`src/rtl/sba_pkg.sv`:
```
// Package for the spike burst analyzer: shared types, constants and the
// controller state encoding. No dependencies.
`default_nettype none
package sba_pkg;
	localparam int REG_THRESHOLD = 0;
	localparam int REG_BURST_GAP = 1;
	localparam logic [15:0] THRESHOLD_RESET = 16'hF600;
	localparam logic [15:0] BURST_GAP_RESET = 16'd400;
	localparam logic [15:0] PEAK_RESET = 16'h9C00;
	localparam logic [15:0] COUNT_MAX = 16'hFFFF;
	localparam logic [23:0] RATE_MAX = 24'hFFFFFF;
	localparam int RECIP_SUM_WIDTH = 40;
	localparam logic KIND_SPIKE = 1'b0;
	localparam logic KIND_BURST = 1'b1;

	typedef enum logic [3:0] {
		ST_IDLE,
		ST_GAP,
		ST_RECIP,
		ST_RECIP_ADD,
		ST_RATE,
		ST_DUTY,
		ST_EMIT_SPIKE,
		ST_EMIT_BURST
	} state_t;

	// start/busy handshake between controller and the bit-serial divider
	typedef struct packed {
		logic start;
		logic busy;
	} div_ctl_t;
endpackage
`default_nettype wire

```
`src/rtl/sba_divider.sv`:
```
// Bit-serial restoring divider: one quotient bit per cycle.
// Depends on sba_pkg for the control struct.
`default_nettype none
module sba_divider #(
	parameter int NUM_WIDTH = 64,
	parameter int DEN_WIDTH = 48
) (
	input  wire logic                 clk,
	input  wire logic                 arst_n,
	input  wire logic                 start,
	input  wire logic [NUM_WIDTH-1:0] numer,
	input  wire logic [DEN_WIDTH-1:0] denom,
	output sba_pkg::div_ctl_t         ctl,
	output logic      [NUM_WIDTH-1:0] quot
);
	localparam int CW = $clog2(NUM_WIDTH + 1);
	logic [NUM_WIDTH-1:0] num_q;
	logic [DEN_WIDTH:0]   rem_q;
	logic [DEN_WIDTH-1:0] den_q;
	logic [CW-1:0]        cnt_q;
	logic                 busy_q;
	logic [DEN_WIDTH:0]   trial;
	logic [DEN_WIDTH:0]   shifted;

	assign shifted = {rem_q[DEN_WIDTH-1:0], num_q[NUM_WIDTH-1]};
	assign trial = shifted - {1'b0, den_q};

	always_ff @(posedge clk or negedge arst_n) begin
		if (!arst_n) begin
			busy_q <= 1'b0;
			cnt_q <= '0;
		end else if (start) begin
			busy_q <= 1'b1;
			cnt_q <= CW'(NUM_WIDTH);
		end else if (busy_q) begin
			cnt_q <= cnt_q - 1'b1;
			if (cnt_q == CW'(1))
				busy_q <= 1'b0;
		end
	end

	always_ff @(posedge clk) begin
		if (start) begin
			num_q <= numer;
			den_q <= denom;
			rem_q <= '0;
		end else if (busy_q) begin
			if (!trial[DEN_WIDTH]) begin
				rem_q <= trial;
				num_q <= {num_q[NUM_WIDTH-2:0], 1'b1};
			end else begin
				rem_q <= shifted;
				num_q <= {num_q[NUM_WIDTH-2:0], 1'b0};
			end
		end
	end

	assign quot = num_q;
	assign ctl.start = start;
	assign ctl.busy = busy_q;
endmodule
`default_nettype wire

```
`src/rtl/spike_burst_analyzer.sv`:
```
// Top level of the spike burst analyzer: spike detection, burst bookkeeping
// and the controller that drives a shared bit-serial divider.
// Depends on sba_pkg and sba_divider.
// A sample that ends no spike is taken every cycle while no result waits to be
// sent. The divider is DW = COUNT_WIDTH + RECIP_FRAC + 1 (57) bits wide. A spike
// that needs no division goes straight to bookkeeping, a spike inside a burst first
// divides for the reciprocal of the gap, and a spike closing a burst divides for the
// rate, then the duty cycle; the result stream can stall each. One item at a time.
// Reset (arst_n low): clears all detection state, loads register defaults.
`default_nettype none
module spike_burst_analyzer #(
	parameter int COUNT_WIDTH  = 32,
	parameter int SAMPLE_WIDTH = 16,
	parameter int RECIP_FRAC   = 24
) (
	input  wire logic        clk,
	input  wire logic        arst_n,
	input  wire logic        s_tvalid,
	output logic             s_tready,
	// tdata: sample (signed); zero-filled to bytes
	input  wire logic [((SAMPLE_WIDTH+7)/8)*8-1:0] s_tdata,
	input  wire logic        s_tlast,  // end_of_record
	output logic             m_tvalid,
	input  wire logic        m_tready,
	// tdata: spike_index[31:0], burst_start, burst_period, burst_duration,
	// interburst_gap (32 each), spike_count[15:0], spike_rate[23:0],
	// duty_cycle[15:0]; 216 bits
	output logic [215:0]     m_tdata,
	output logic             m_tuser,  // kind
	output logic             m_tlast,  // last_result
	input  wire logic        cfg_we,
	input  wire logic [0:0]  cfg_index,
	input  wire logic [15:0] cfg_data
);
	localparam int DW = COUNT_WIDTH + RECIP_FRAC + 1;
	localparam int RW = sba_pkg::RECIP_SUM_WIDTH;

	logic [15:0] thr_q, gap_set_q;
	logic armed_q, above_q, have_prev_q, open_q;
	logic [COUNT_WIDTH-1:0] count_q, peak_idx_q, prev_q, start_q;
	logic signed [SAMPLE_WIDTH-1:0] peak_val_q;
	logic [15:0] spikes_q;
	logic [RW-1:0] recip_q;
	sba_pkg::state_t state_q, state_d;
	// spike being processed
	logic [COUNT_WIDTH-1:0] idx_q, gap_q, per_q, dur_q;
	logic eor_q, close_q;
	logic [23:0] rate_q;
	logic [15:0] duty_q;
	// output register
	logic ovalid_q;

	logic signed [SAMPLE_WIDTH-1:0] smp;
	logic signed [SAMPLE_WIDTH:0] thr_ext;
	logic acc, gt, spike;
	logic [COUNT_WIDTH-1:0] pidx;
	logic div_go;
	logic [DW-1:0] d_num, d_quot;
	logic [COUNT_WIDTH-1:0] d_den;
	sba_pkg::div_ctl_t dctl;
	logic [RW:0] recip_sum_w;

	assign smp = s_tdata[SAMPLE_WIDTH-1:0];
	assign thr_ext = (SAMPLE_WIDTH+1)'(signed'(thr_q));
	assign gt = (SAMPLE_WIDTH+1)'(smp) > thr_ext;
	assign s_tready = (state_q == sba_pkg::ST_IDLE) && !ovalid_q;
	assign acc = s_tvalid && s_tready;
	// spike ends at a sample at or below threshold, or at end of record; a run that
	// starts on the final sample is a spike of its own
	assign spike = (above_q && !gt) || (s_tlast && (above_q || (gt && armed_q)));
	// peak of the run including the current sample
	assign pidx = (gt && armed_q && (!above_q || smp > peak_val_q)) ? count_q : peak_idx_q;

	sba_divider #(.NUM_WIDTH(DW), .DEN_WIDTH(COUNT_WIDTH)) u_div (
		.clk(clk), .arst_n(arst_n), .start(div_go), .numer(d_num), .denom(d_den),
		.ctl(dctl), .quot(d_quot)
	);

	// divider operand select
	always_comb begin
		d_num = '0;
		d_den = COUNT_WIDTH'(1);
		div_go = 1'b0;
		unique case (state_q)
			sba_pkg::ST_GAP: begin
				div_go = 1'b1;
				if (close_q) begin
					d_num = DW'(recip_q);
					d_den = (spikes_q > 16'd1) ? COUNT_WIDTH'(spikes_q - 16'd1)
						: COUNT_WIDTH'(1);
				end else begin
					d_num = DW'(1) << RECIP_FRAC;
					d_den = (gap_q == '0) ? COUNT_WIDTH'(1) : gap_q;
				end
			end
			sba_pkg::ST_RATE: begin
				div_go = !dctl.busy;
				d_num = DW'(dur_q) << 16;
				d_den = (per_q == '0) ? COUNT_WIDTH'(1) : per_q;
			end
			default: ;
		endcase
	end

	// next state
	always_comb begin
		state_d = state_q;
		unique case (state_q)
			sba_pkg::ST_IDLE: if (acc && spike) state_d = sba_pkg::ST_EMIT_SPIKE;
			sba_pkg::ST_EMIT_SPIKE: if (!ovalid_q) begin
				if (close_q || (open_q && have_prev_q && spikes_q < sba_pkg::COUNT_MAX))
					state_d = sba_pkg::ST_GAP;
				else
					state_d = sba_pkg::ST_DUTY;
			end
			sba_pkg::ST_GAP: state_d = close_q ? sba_pkg::ST_RECIP : sba_pkg::ST_RECIP_ADD;
			sba_pkg::ST_RECIP: if (!dctl.busy) state_d = sba_pkg::ST_RATE;
			sba_pkg::ST_RATE: state_d = sba_pkg::ST_RECIP_ADD;
			sba_pkg::ST_RECIP_ADD: if (!dctl.busy)
				state_d = close_q ? sba_pkg::ST_EMIT_BURST : sba_pkg::ST_DUTY;
			sba_pkg::ST_EMIT_BURST: if (!ovalid_q) state_d = sba_pkg::ST_DUTY;
			sba_pkg::ST_DUTY: state_d = sba_pkg::ST_IDLE;
			default: state_d = sba_pkg::ST_IDLE;
		endcase
	end

	assign recip_sum_w = {1'b0, recip_q} + (RW+1)'(d_quot);

	always_ff @(posedge clk or negedge arst_n) begin
		if (!arst_n) begin
			thr_q <= sba_pkg::THRESHOLD_RESET;
			gap_set_q <= sba_pkg::BURST_GAP_RESET;
			state_q <= sba_pkg::ST_IDLE;
			armed_q <= 1'b0; above_q <= 1'b0; have_prev_q <= 1'b0; open_q <= 1'b0;
			count_q <= '0; peak_idx_q <= '0; prev_q <= '0; start_q <= '0;
			peak_val_q <= SAMPLE_WIDTH'(signed'(sba_pkg::PEAK_RESET));
			spikes_q <= '0; recip_q <= '0;
			idx_q <= '0; gap_q <= '0; per_q <= '0; dur_q <= '0;
			rate_q <= '0; duty_q <= '0;
			ovalid_q <= 1'b0; eor_q <= 1'b0; close_q <= 1'b0;
			m_tuser <= sba_pkg::KIND_SPIKE; m_tlast <= 1'b0; m_tdata <= '0;
		end else begin
			if (cfg_we) begin
				if (cfg_index == 1'(sba_pkg::REG_THRESHOLD)) thr_q <= cfg_data;
				else if (cfg_index == 1'(sba_pkg::REG_BURST_GAP)) gap_set_q <= cfg_data;
			end
			state_q <= state_d;
			if (ovalid_q && m_tready) ovalid_q <= 1'b0;
			if (acc) begin
				// restart the sample index and disarm after the final sample
				count_q <= s_tlast ? '0 : count_q + 1'b1;
				armed_q <= s_tlast ? 1'b0 : (armed_q || !gt);
				above_q <= gt && armed_q && !s_tlast;
				if (gt && armed_q && (!above_q || smp > peak_val_q)) begin
					peak_val_q <= smp; peak_idx_q <= count_q;
				end
				eor_q <= s_tlast;
				if (spike) begin
					idx_q <= pidx;
					gap_q <= pidx - prev_q;
					per_q <= pidx - start_q;
					dur_q <= prev_q - start_q;
					close_q <= have_prev_q && open_q && (pidx - prev_q > COUNT_WIDTH'(gap_set_q));
				end else if (s_tlast) begin
					have_prev_q <= 1'b0; open_q <= 1'b0;
					prev_q <= '0; start_q <= '0; spikes_q <= '0; recip_q <= '0;
				end
			end
			unique case (state_q)
				sba_pkg::ST_EMIT_SPIKE: if (!ovalid_q) begin
					ovalid_q <= 1'b1;
					m_tuser <= sba_pkg::KIND_SPIKE;
					m_tdata <= {184'd0, 32'(idx_q)};
					m_tlast <= !close_q;
				end
				sba_pkg::ST_RECIP: if (!dctl.busy && !dctl.start)
					rate_q <= (spikes_q > 16'd1)
						? ((|d_quot[DW-1:24]) ? sba_pkg::RATE_MAX : d_quot[23:0]) : '0;
				sba_pkg::ST_RECIP_ADD: if (!dctl.busy && !dctl.start) begin
					if (close_q)
						duty_q <= (per_q == '0) ? 16'd0
							: (dur_q >= per_q) ? 16'hFFFF : d_quot[15:0];
					else begin
						spikes_q <= spikes_q + 1'b1;
						recip_q <= recip_sum_w[RW] ? {RW{1'b1}} : recip_sum_w[RW-1:0];
					end
				end
				sba_pkg::ST_EMIT_BURST: if (!ovalid_q) begin
					ovalid_q <= 1'b1;
					m_tuser <= sba_pkg::KIND_BURST;
					m_tlast <= 1'b1;
					m_tdata <= {duty_q, rate_q, spikes_q, 32'(gap_q), 32'(dur_q),
						32'(per_q), 32'(start_q), 32'd0};
				end
				sba_pkg::ST_DUTY: begin
					// commit burst bookkeeping, or clear it on end of record
					close_q <= 1'b0;
					if (eor_q) begin
						have_prev_q <= 1'b0; open_q <= 1'b0; prev_q <= '0; start_q <= '0;
						spikes_q <= '0; recip_q <= '0;
					end else begin
						if (have_prev_q ? (gap_q > COUNT_WIDTH'(gap_set_q))
								: (idx_q > COUNT_WIDTH'(gap_set_q))) begin
							open_q <= 1'b1; start_q <= idx_q; spikes_q <= 16'd1;
							recip_q <= '0;
						end
						have_prev_q <= 1'b1;
						prev_q <= idx_q;
					end
				end
				default: ;
			endcase
		end
	end

	assign m_tvalid = ovalid_q;

	a_no_accept_busy: assert property (@(posedge clk) disable iff (!arst_n)
		(state_q != sba_pkg::ST_IDLE) |-> !s_tready) else $error("accept while busy");
	a_burst_last: assert property (@(posedge clk) disable iff (!arst_n)
		(m_tvalid && m_tuser) |-> m_tlast) else $error("burst not last");
	a_div_idle_start: assert property (@(posedge clk) disable iff (!arst_n)
		div_go |-> !dctl.busy) else $error("divider restarted");
endmodule
`default_nettype wire

```
`config.mk`:
```
export PLATFORM = sky130hd
export DESIGN_NAME = spike_burst_analyzer
export DESIGN_NICKNAME = d
export VERILOG_FILES = /design/src/rtl/sba_pkg.sv /design/src/rtl/sba_divider.sv /design/src/rtl/spike_burst_analyzer.sv
export SDC_FILE = /design/constraint.sdc
export NUM_CORES = 2
export LEC_CHECK = 0
export BUFFER_PORTS_ARGS = -buffer_cell sky130_fd_sc_hd__buf_2
export CAP_MARGIN = 5
export CORE_AREA = 5 5 289 503
export CTS_CLUSTER_SIZE = 12
export DETAILED_ROUTE_END_ITERATION = 10
export DIE_AREA = 0 0 294 508
export HOLD_SLACK_MARGIN = 0.06
export PLACE_DENSITY_LB_ADDON = 0.1
export SETUP_SLACK_MARGIN = 0.05
export SLEW_MARGIN = 20
export SYNTH_ARGS = -nofsm -noshare
export SYNTH_HDL_FRONTEND = slang
export SYNTH_SLANG_ARGS = --single-unit
export TNS_END_PERCENT = 30
```
`constraint.sdc`:
```
create_clock -name clk -period 15.8 [get_ports clk]
set_clock_uncertainty 0.1 [all_clocks]
set_input_delay 1.58 -clock clk [delete_from_list [all_inputs] [get_ports clk]]
set_output_delay 1.58 -clock clk [all_outputs]
set_load 0.01 [all_outputs]
```
# After elaboration in Yosys (flattened, before gate mapping)
# Cells that the tools add are included.
# classes
bitwise,1
n_reduce_logical,45
n_lt_le_gt_ge,8
n_eq_ne,14
muxes,87
addsub,9
# op_table
operator,count
32-bit two-way mux,18
216-bit two-way mux,2
216-bit case mux with 2 select lines,1
40-bit two-way mux,9
16-bit two-way mux,9
57-bit two-way mux,2
32-bit by 16-bit > comparator with 1-bit output,3
48-bit case mux with 2 select lines,1
32-bit subtractor,3
40-bit case mux with 2 select lines,1
32-bit zero test,2
32-bit case mux with 2 select lines,1
24-bit two-way mux,2
40-bit by 41-bit adder with 41-bit output,1
33-bit OR reduction,1
33-bit by 32-bit subtractor with 33-bit output,1
"32-bit by 1-bit adder with 32-bit output, second input constant",1
32-bit >= comparator,1
16-bit > comparator,2
16-bit case mux with 2 select lines,1
4-bit case mux with 7 select lines,1
1-bit two-way mux,27
4-bit two-way mux,5
"16-bit by 1-bit subtractor with 17-bit output, second input constant",1
other kinds (24),68
# word_totals
regBits,757
output_inout_bits,220
input_bits,39
wordCells,195

# Logic depth before layout (Yosys ltp)
# logic_depth
depth_word,10
mapped_depth,30
ltp_nobuf,29

# Hierarchy
# Synthesis repeated with hierarchy kept, for this count alone.
# hier_totals
hier_cells,4735
hier_area_um2,43461.7
# by_module_without_submodules
mod,cells_each,area_per_inst_um2,instances
spike_burst_analyzer,4077,36262.3,1
sba_divider,658,7199.4,1

# Worst setup path after synthesis
# Ideal clock, no wire load.
# synth_path
path_kind,input-to-reg
from,in s_tdata[1]
to,reg close_q
required_ns,15.569
path_stages,29
setup_slack_ns,8.865
path_buffers,1
arrival_ns,6.704
cell_sequence,ha_1 > nor2b_1 > o211ai_1 > a211oi_1 > nor4_1 > mux2i_1 > o21ai_0 > nand2_1 > buf_1 > mux2i_1 > inv_1 > ha_1 > nor2b_1 > o31a_1 > o21ai_0 > o211ai_1 > nand2_1 > o21ai_0 > a21oi_1 > xnor2_1 > ha_1 > a21o_1 > a21oi_1 > o21ai_0 > a221oi_1 > o2111ai_1 > nor2_1 > and4b_1 > a31oi_1
# synth_between
elab_chain_len,10
# synth_rtl
item,line_no,source
from (decl),spike_burst_analyzer.sv:21,"input wire logic [((SAMPLE_WIDTH+7)/8)*8-1:0] s_tdata,"
16-bit > comparator (on tied branches),"spike_burst_analyzer.sv:65, spike_burst_analyzer.sv:72",
1-bit logical AND / 1-bit logical OR (equally long branches),spike_burst_analyzer.sv:72,assign pidx = (gt && armed_q && (!above_q || smp > peak_val_q)) ? count_q : peak_idx_q;
1-bit logical AND *,spike_burst_analyzer.sv:72,
32-bit two-way mux *,--,
net pidx[1],spike_burst_analyzer.sv:56,logic [COUNT_WIDTH-1:0] pidx;
32-bit subtractor *,spike_burst_analyzer.sv:163,close_q <= have_prev_q && open_q && (pidx - prev_q > COUNT_WIDTH'(gap_set_q));
32-bit by 16-bit > comparator with 1-bit output *,spike_burst_analyzer.sv:163,
1-bit logical AND *,spike_burst_analyzer.sv:163,
1-bit two-way mux *,spike_burst_analyzer.sv:158,if (spike) begin
1-bit two-way mux *,spike_burst_analyzer.sv:149,if (acc) begin
1-bit two-way mux *,spike_burst_analyzer.sv:169,unique case (state_q)
to (signal assigned),spike_burst_analyzer.sv:163,
to (decl),spike_burst_analyzer.sv:47,"logic eor_q, close_q;"
# Mark *: on every way through the listed nets, which the timed path passes. The rest lies on a longest branch. The select of a mux whose other input is x is not followed.
# A chain may end at the register's enable or synchronous reset.

# Worst setup path in the final report
# layout_path
from,in s_tdata[15]
to,reg close_q
# Same word-level chain as after synthesis.

==> summary by stage <==
CTS
Clock tree synthesis selected as its root buffer the cell clkbuf_16. The clock tree from TritonCTS is built. The number of setup buffers added after CTS is 0. CTS built an H-tree with a depth of 3.

The clock net in this run drives a total of 756 sinks. Counting along the longest clock path gives a buffer depth of 3. Counting the buffers created by CTS gives 83.

Clock-pin slew was measured on the worst setup and hold paths at about 60 ps. Post-CTS repair changed the size of 0 cells. The worst-skew pair later-pin latency is 690 ps.

For this design, the CTS-stage hold fixing added 0 buffers.

Floorplanning
The die is 294 um wide. The core region is 0.141 mm2. The floorplan step defined a die boundary enclosing 0.149 mm2. The initial utilization of the core area, before any placement, comes to ~30%. The row count is ~180.

In this run the vertical extent of the chip is 508 um. The number of top-level design ports is 259.

Global route
The first global-routing pass estimated 220000 um of wire. The number of global-route vias before repair is between 30000 and 40000. In the global route stage, overall resource usage came out at 19.1%. Entering global routing, the biggest net connects about 260 pins. After global routing the overflow that remains totals 0. The number of antenna violations at the first check in global routing is 6.

Power and ir drop
The maximum resistive drop on vdd is 0.140 mV. The leakage power of the design is 22.5 nW. For this design the ratio of total power to cell area is 224 mW/mm2.

Critical path
The startpoint class of the critical path is a primary input. The number of buffers and inverters on the critical path is 3. The largest incremental delay on the critical path is approximately 460 ps. The peak fanout along the critical path is 31. For the worst setup path, the data required time is 16240 ps.

Grouping stages by cell kind, the critical path spends the most delay in compound AO/OA/AOI/OAI gates. The cell that appears most often on the critical path is o21ai_0. The arrival time at the worst endpoint is 8240 ps. The worst setup path is captured at a register. For this design, the slowest cell found on the critical path is o21ai_0.

By startpoint and endpoint, the worst setup path is classified as primary input to register.

Route
Detailed routing inserted a total of 33100 vias. For this run, design rule violations remaining after detail routing come to 0. Dividing the detail-routed wire length by the instance count gives about 22 um.

Using the TritonRoute via totals, the vias-per-cell ratio works out to 5.00. In this run the remaining antenna-violating nets after routing total 0. The first detailed-routing pass ran for 5 iterations.

For this block, the routed nets add up to 145000 um of wire. In this run, the number of DRC markers left after iteration 0 of detailed routing was 1676.

Timing
Of the available clock period, the critical path in the final layout requires around half. Setup violations remaining at the end of the flow were counted as 0. The worst-margin pin slew is 1170 ps.

The setup total negative slack is 0 ps. The relative max-transition margin is about 22%. The max-slew violation count is 0. Setup repair after global routing left no endpoint under its margin. Static timing analysis puts the maximum clock frequency at between 0.1 and 0.15 GHz. For the finished layout, the period the worst path requires is 7810 ps. The number of failing hold endpoints at the final stage was 0. Hold is met by 372 ps.

Status
The flow ran to the end, and the final reports show no timing, DRC or antenna violations.

Synth
In this run the mean area of a mapped cell was just over 9 um2. The unique cell type count in the Yosys netlist is 91. The number of cells produced by synthesis is 4549. Synthesis inferred 756 register bits. The Yosys step of the flow raised 0 warnings. In the synthesized netlist the async set-or-reset flop fraction comes to ~84%. The number of nets in the synthesized netlist is 4876. Summing the sequential cell areas from Yosys gives 45.9% of the chip area. The synthesized cell area is 0.0419 mm2. In the post-synthesis netlist, the biggest area contributors are dfrtp_1, ha_1, nand2_1, o21ai_0, edfxtp_1.

In this run the biggest area consumer among cell types represents a little under two fifths of the synthesized area. Among all flip-flop cells after synthesis, the most frequent one is dfrtp_1. The count of flip-flops with a built-in enable after synthesis is 89. The largest total area in the synthesized netlist belongs to dfrtp_1.

Finish
The number of flip-flops under the largest register name is 216. The area growth from synthesis to layout is 14.4%. The fraction of layout instances using a drive strength above 1 is 12.5%. The number of nets in the finished design is 5041. The register name with the most flops is m_tdata.

Place
The routability congestion estimate is between 0.8 and 0.9. The total of buffers placed on input and output ports is around 260. Summed over all nets, the half-perimeter wirelength after detailed placement is 109000 um.

Min path
The kind of path behind the tightest hold check is register to register.

Run
The number of max-cap violations is 0.
==> per-layer routing <==
| layer | share of wire (%) | global-route usage (%) |
|---|---|---|
| met1 | 43 | 23.9 |
| met2 | 51 | 34.7 |
| met3 | 3.1 | 2.16 |
| met4 | 2.4 | 5.06 |
| met5 | 0 | 0 |
==> cells in the mapped netlist (71+ instances only) <==
master      n
dfrtp_1   622
nand2_1   805
mux2_2     98
a22o_1     71
xor2_1     89
a21oi_1   248
nor2_1    228
edfxtp_1   89
inv_1     249
xnor2_1    85
clkbuf_1  193
o21ai_0   580
a21o_1    111
ha_1      283
==> layout by cell type (no fill, tap or decap), types with 55 or more instances in the layout <==
cell and instances:
inv_1 248, a21o_1 110, dfrtp_1 619, nand2b_1 62, a22o_1 71, clkbuf_16 87
xnor2_1 85, edfxtp_1 89, buf_2 257, nor2_1 223, mux2_2 98, ha_1 283
xor2_1 89, o21ai_0 580, a21oi_1 247, nand2_1 804, nand4_1 55
==> logic make-up after synthesis <==
kind of cell / Yosys count / synth area share [%]
buffers and inverters: 474 / 4.34
AOI/OAI and AO/OA: 1300 / 19.0
muxes: 116 / 3.07
xor gates and xnor gates: 175 / 3.68
adders and majority gates: 288 / 8.70
DFF: 756 / 45.9
and+or+nand+nor: 1440 / 15.3
==> power breakdown <==
group          internal [W]  leakage [nW]  switching, W
combinational       0.00221          11.5       0.00330
sequential          0.00256          9.69      0.000603
clock               0.00119          1.38      0.000868
==> through the flow <==
step | total power, W | setup slack [ps] | cells | util [%] | cell area [um2]
finish | 0.0107 | 7990 | 6620 | 34.1 | 47900
CTS | 0.0109 | 7890 | 6617 | 34.1 | 47900
global placement | 0.00873 | 7210 | 6468 | 32.1 | 45100
floorplan | 0.00691 | 8860 | 4549 | - | 41900
global route | 0.0116 | 7400 | 6619 | 34.1 | 47900
detailed placement | 0.00876 | 7190 | 6468 | 32.1 | 45100
==> cell type report <==
class | instances | area (um2)
Inverter | 250 | 940
Tap cell | 1840 | 2300
Fill cell | 14600 | 92600
Antenna cell | 2 | 5.00
Clock buffer | 126 | 2490
Timing Repair Buffer | 304 | 1690
Multi-Input combinational cell | 3319 | 20900
Clock inverter | 23 | 313
Sequential cell | 756 | 19200
==> worst register-to-register path: cells and delay by family, from the launching register on <==
family	cells	cell delay [ps]
DFF	1	520
buffers and inverters	3	480
muxes	2	500
adders and majority gates	3	900
xor gates and xnor gates	1	170
and+or+nand+nor	8	1470
AOI/OAI and AO/OA	13	3050
==> final timing paths <==
check,startpoint,end,slack (ps),cells past startpoint
min in group asynchronous,arst_n,m_tdata[197]$_DFFE_PN0P_,790,1
worst max-delay path,s_tdata[15],close_q$_DFFE_PN0P_,7990,30
worst min-delay path,m_tdata[181]$_DFFE_PN0P_,m_tdata[181]$_DFFE_PN0P_,370,2
worst min register to register,m_tdata[181]$_DFFE_PN0P_,m_tdata[181]$_DFFE_PN0P_,370,2
worst max register to register,peak_val_q[15]$_DFFE_PN1P_,close_q$_DFFE_PN0P_,8450,30
max in group asynchronous,arst_n,rate_q[19]$_DFFE_PN0P_,11880,4
Power figures use the tool's default switching activity.
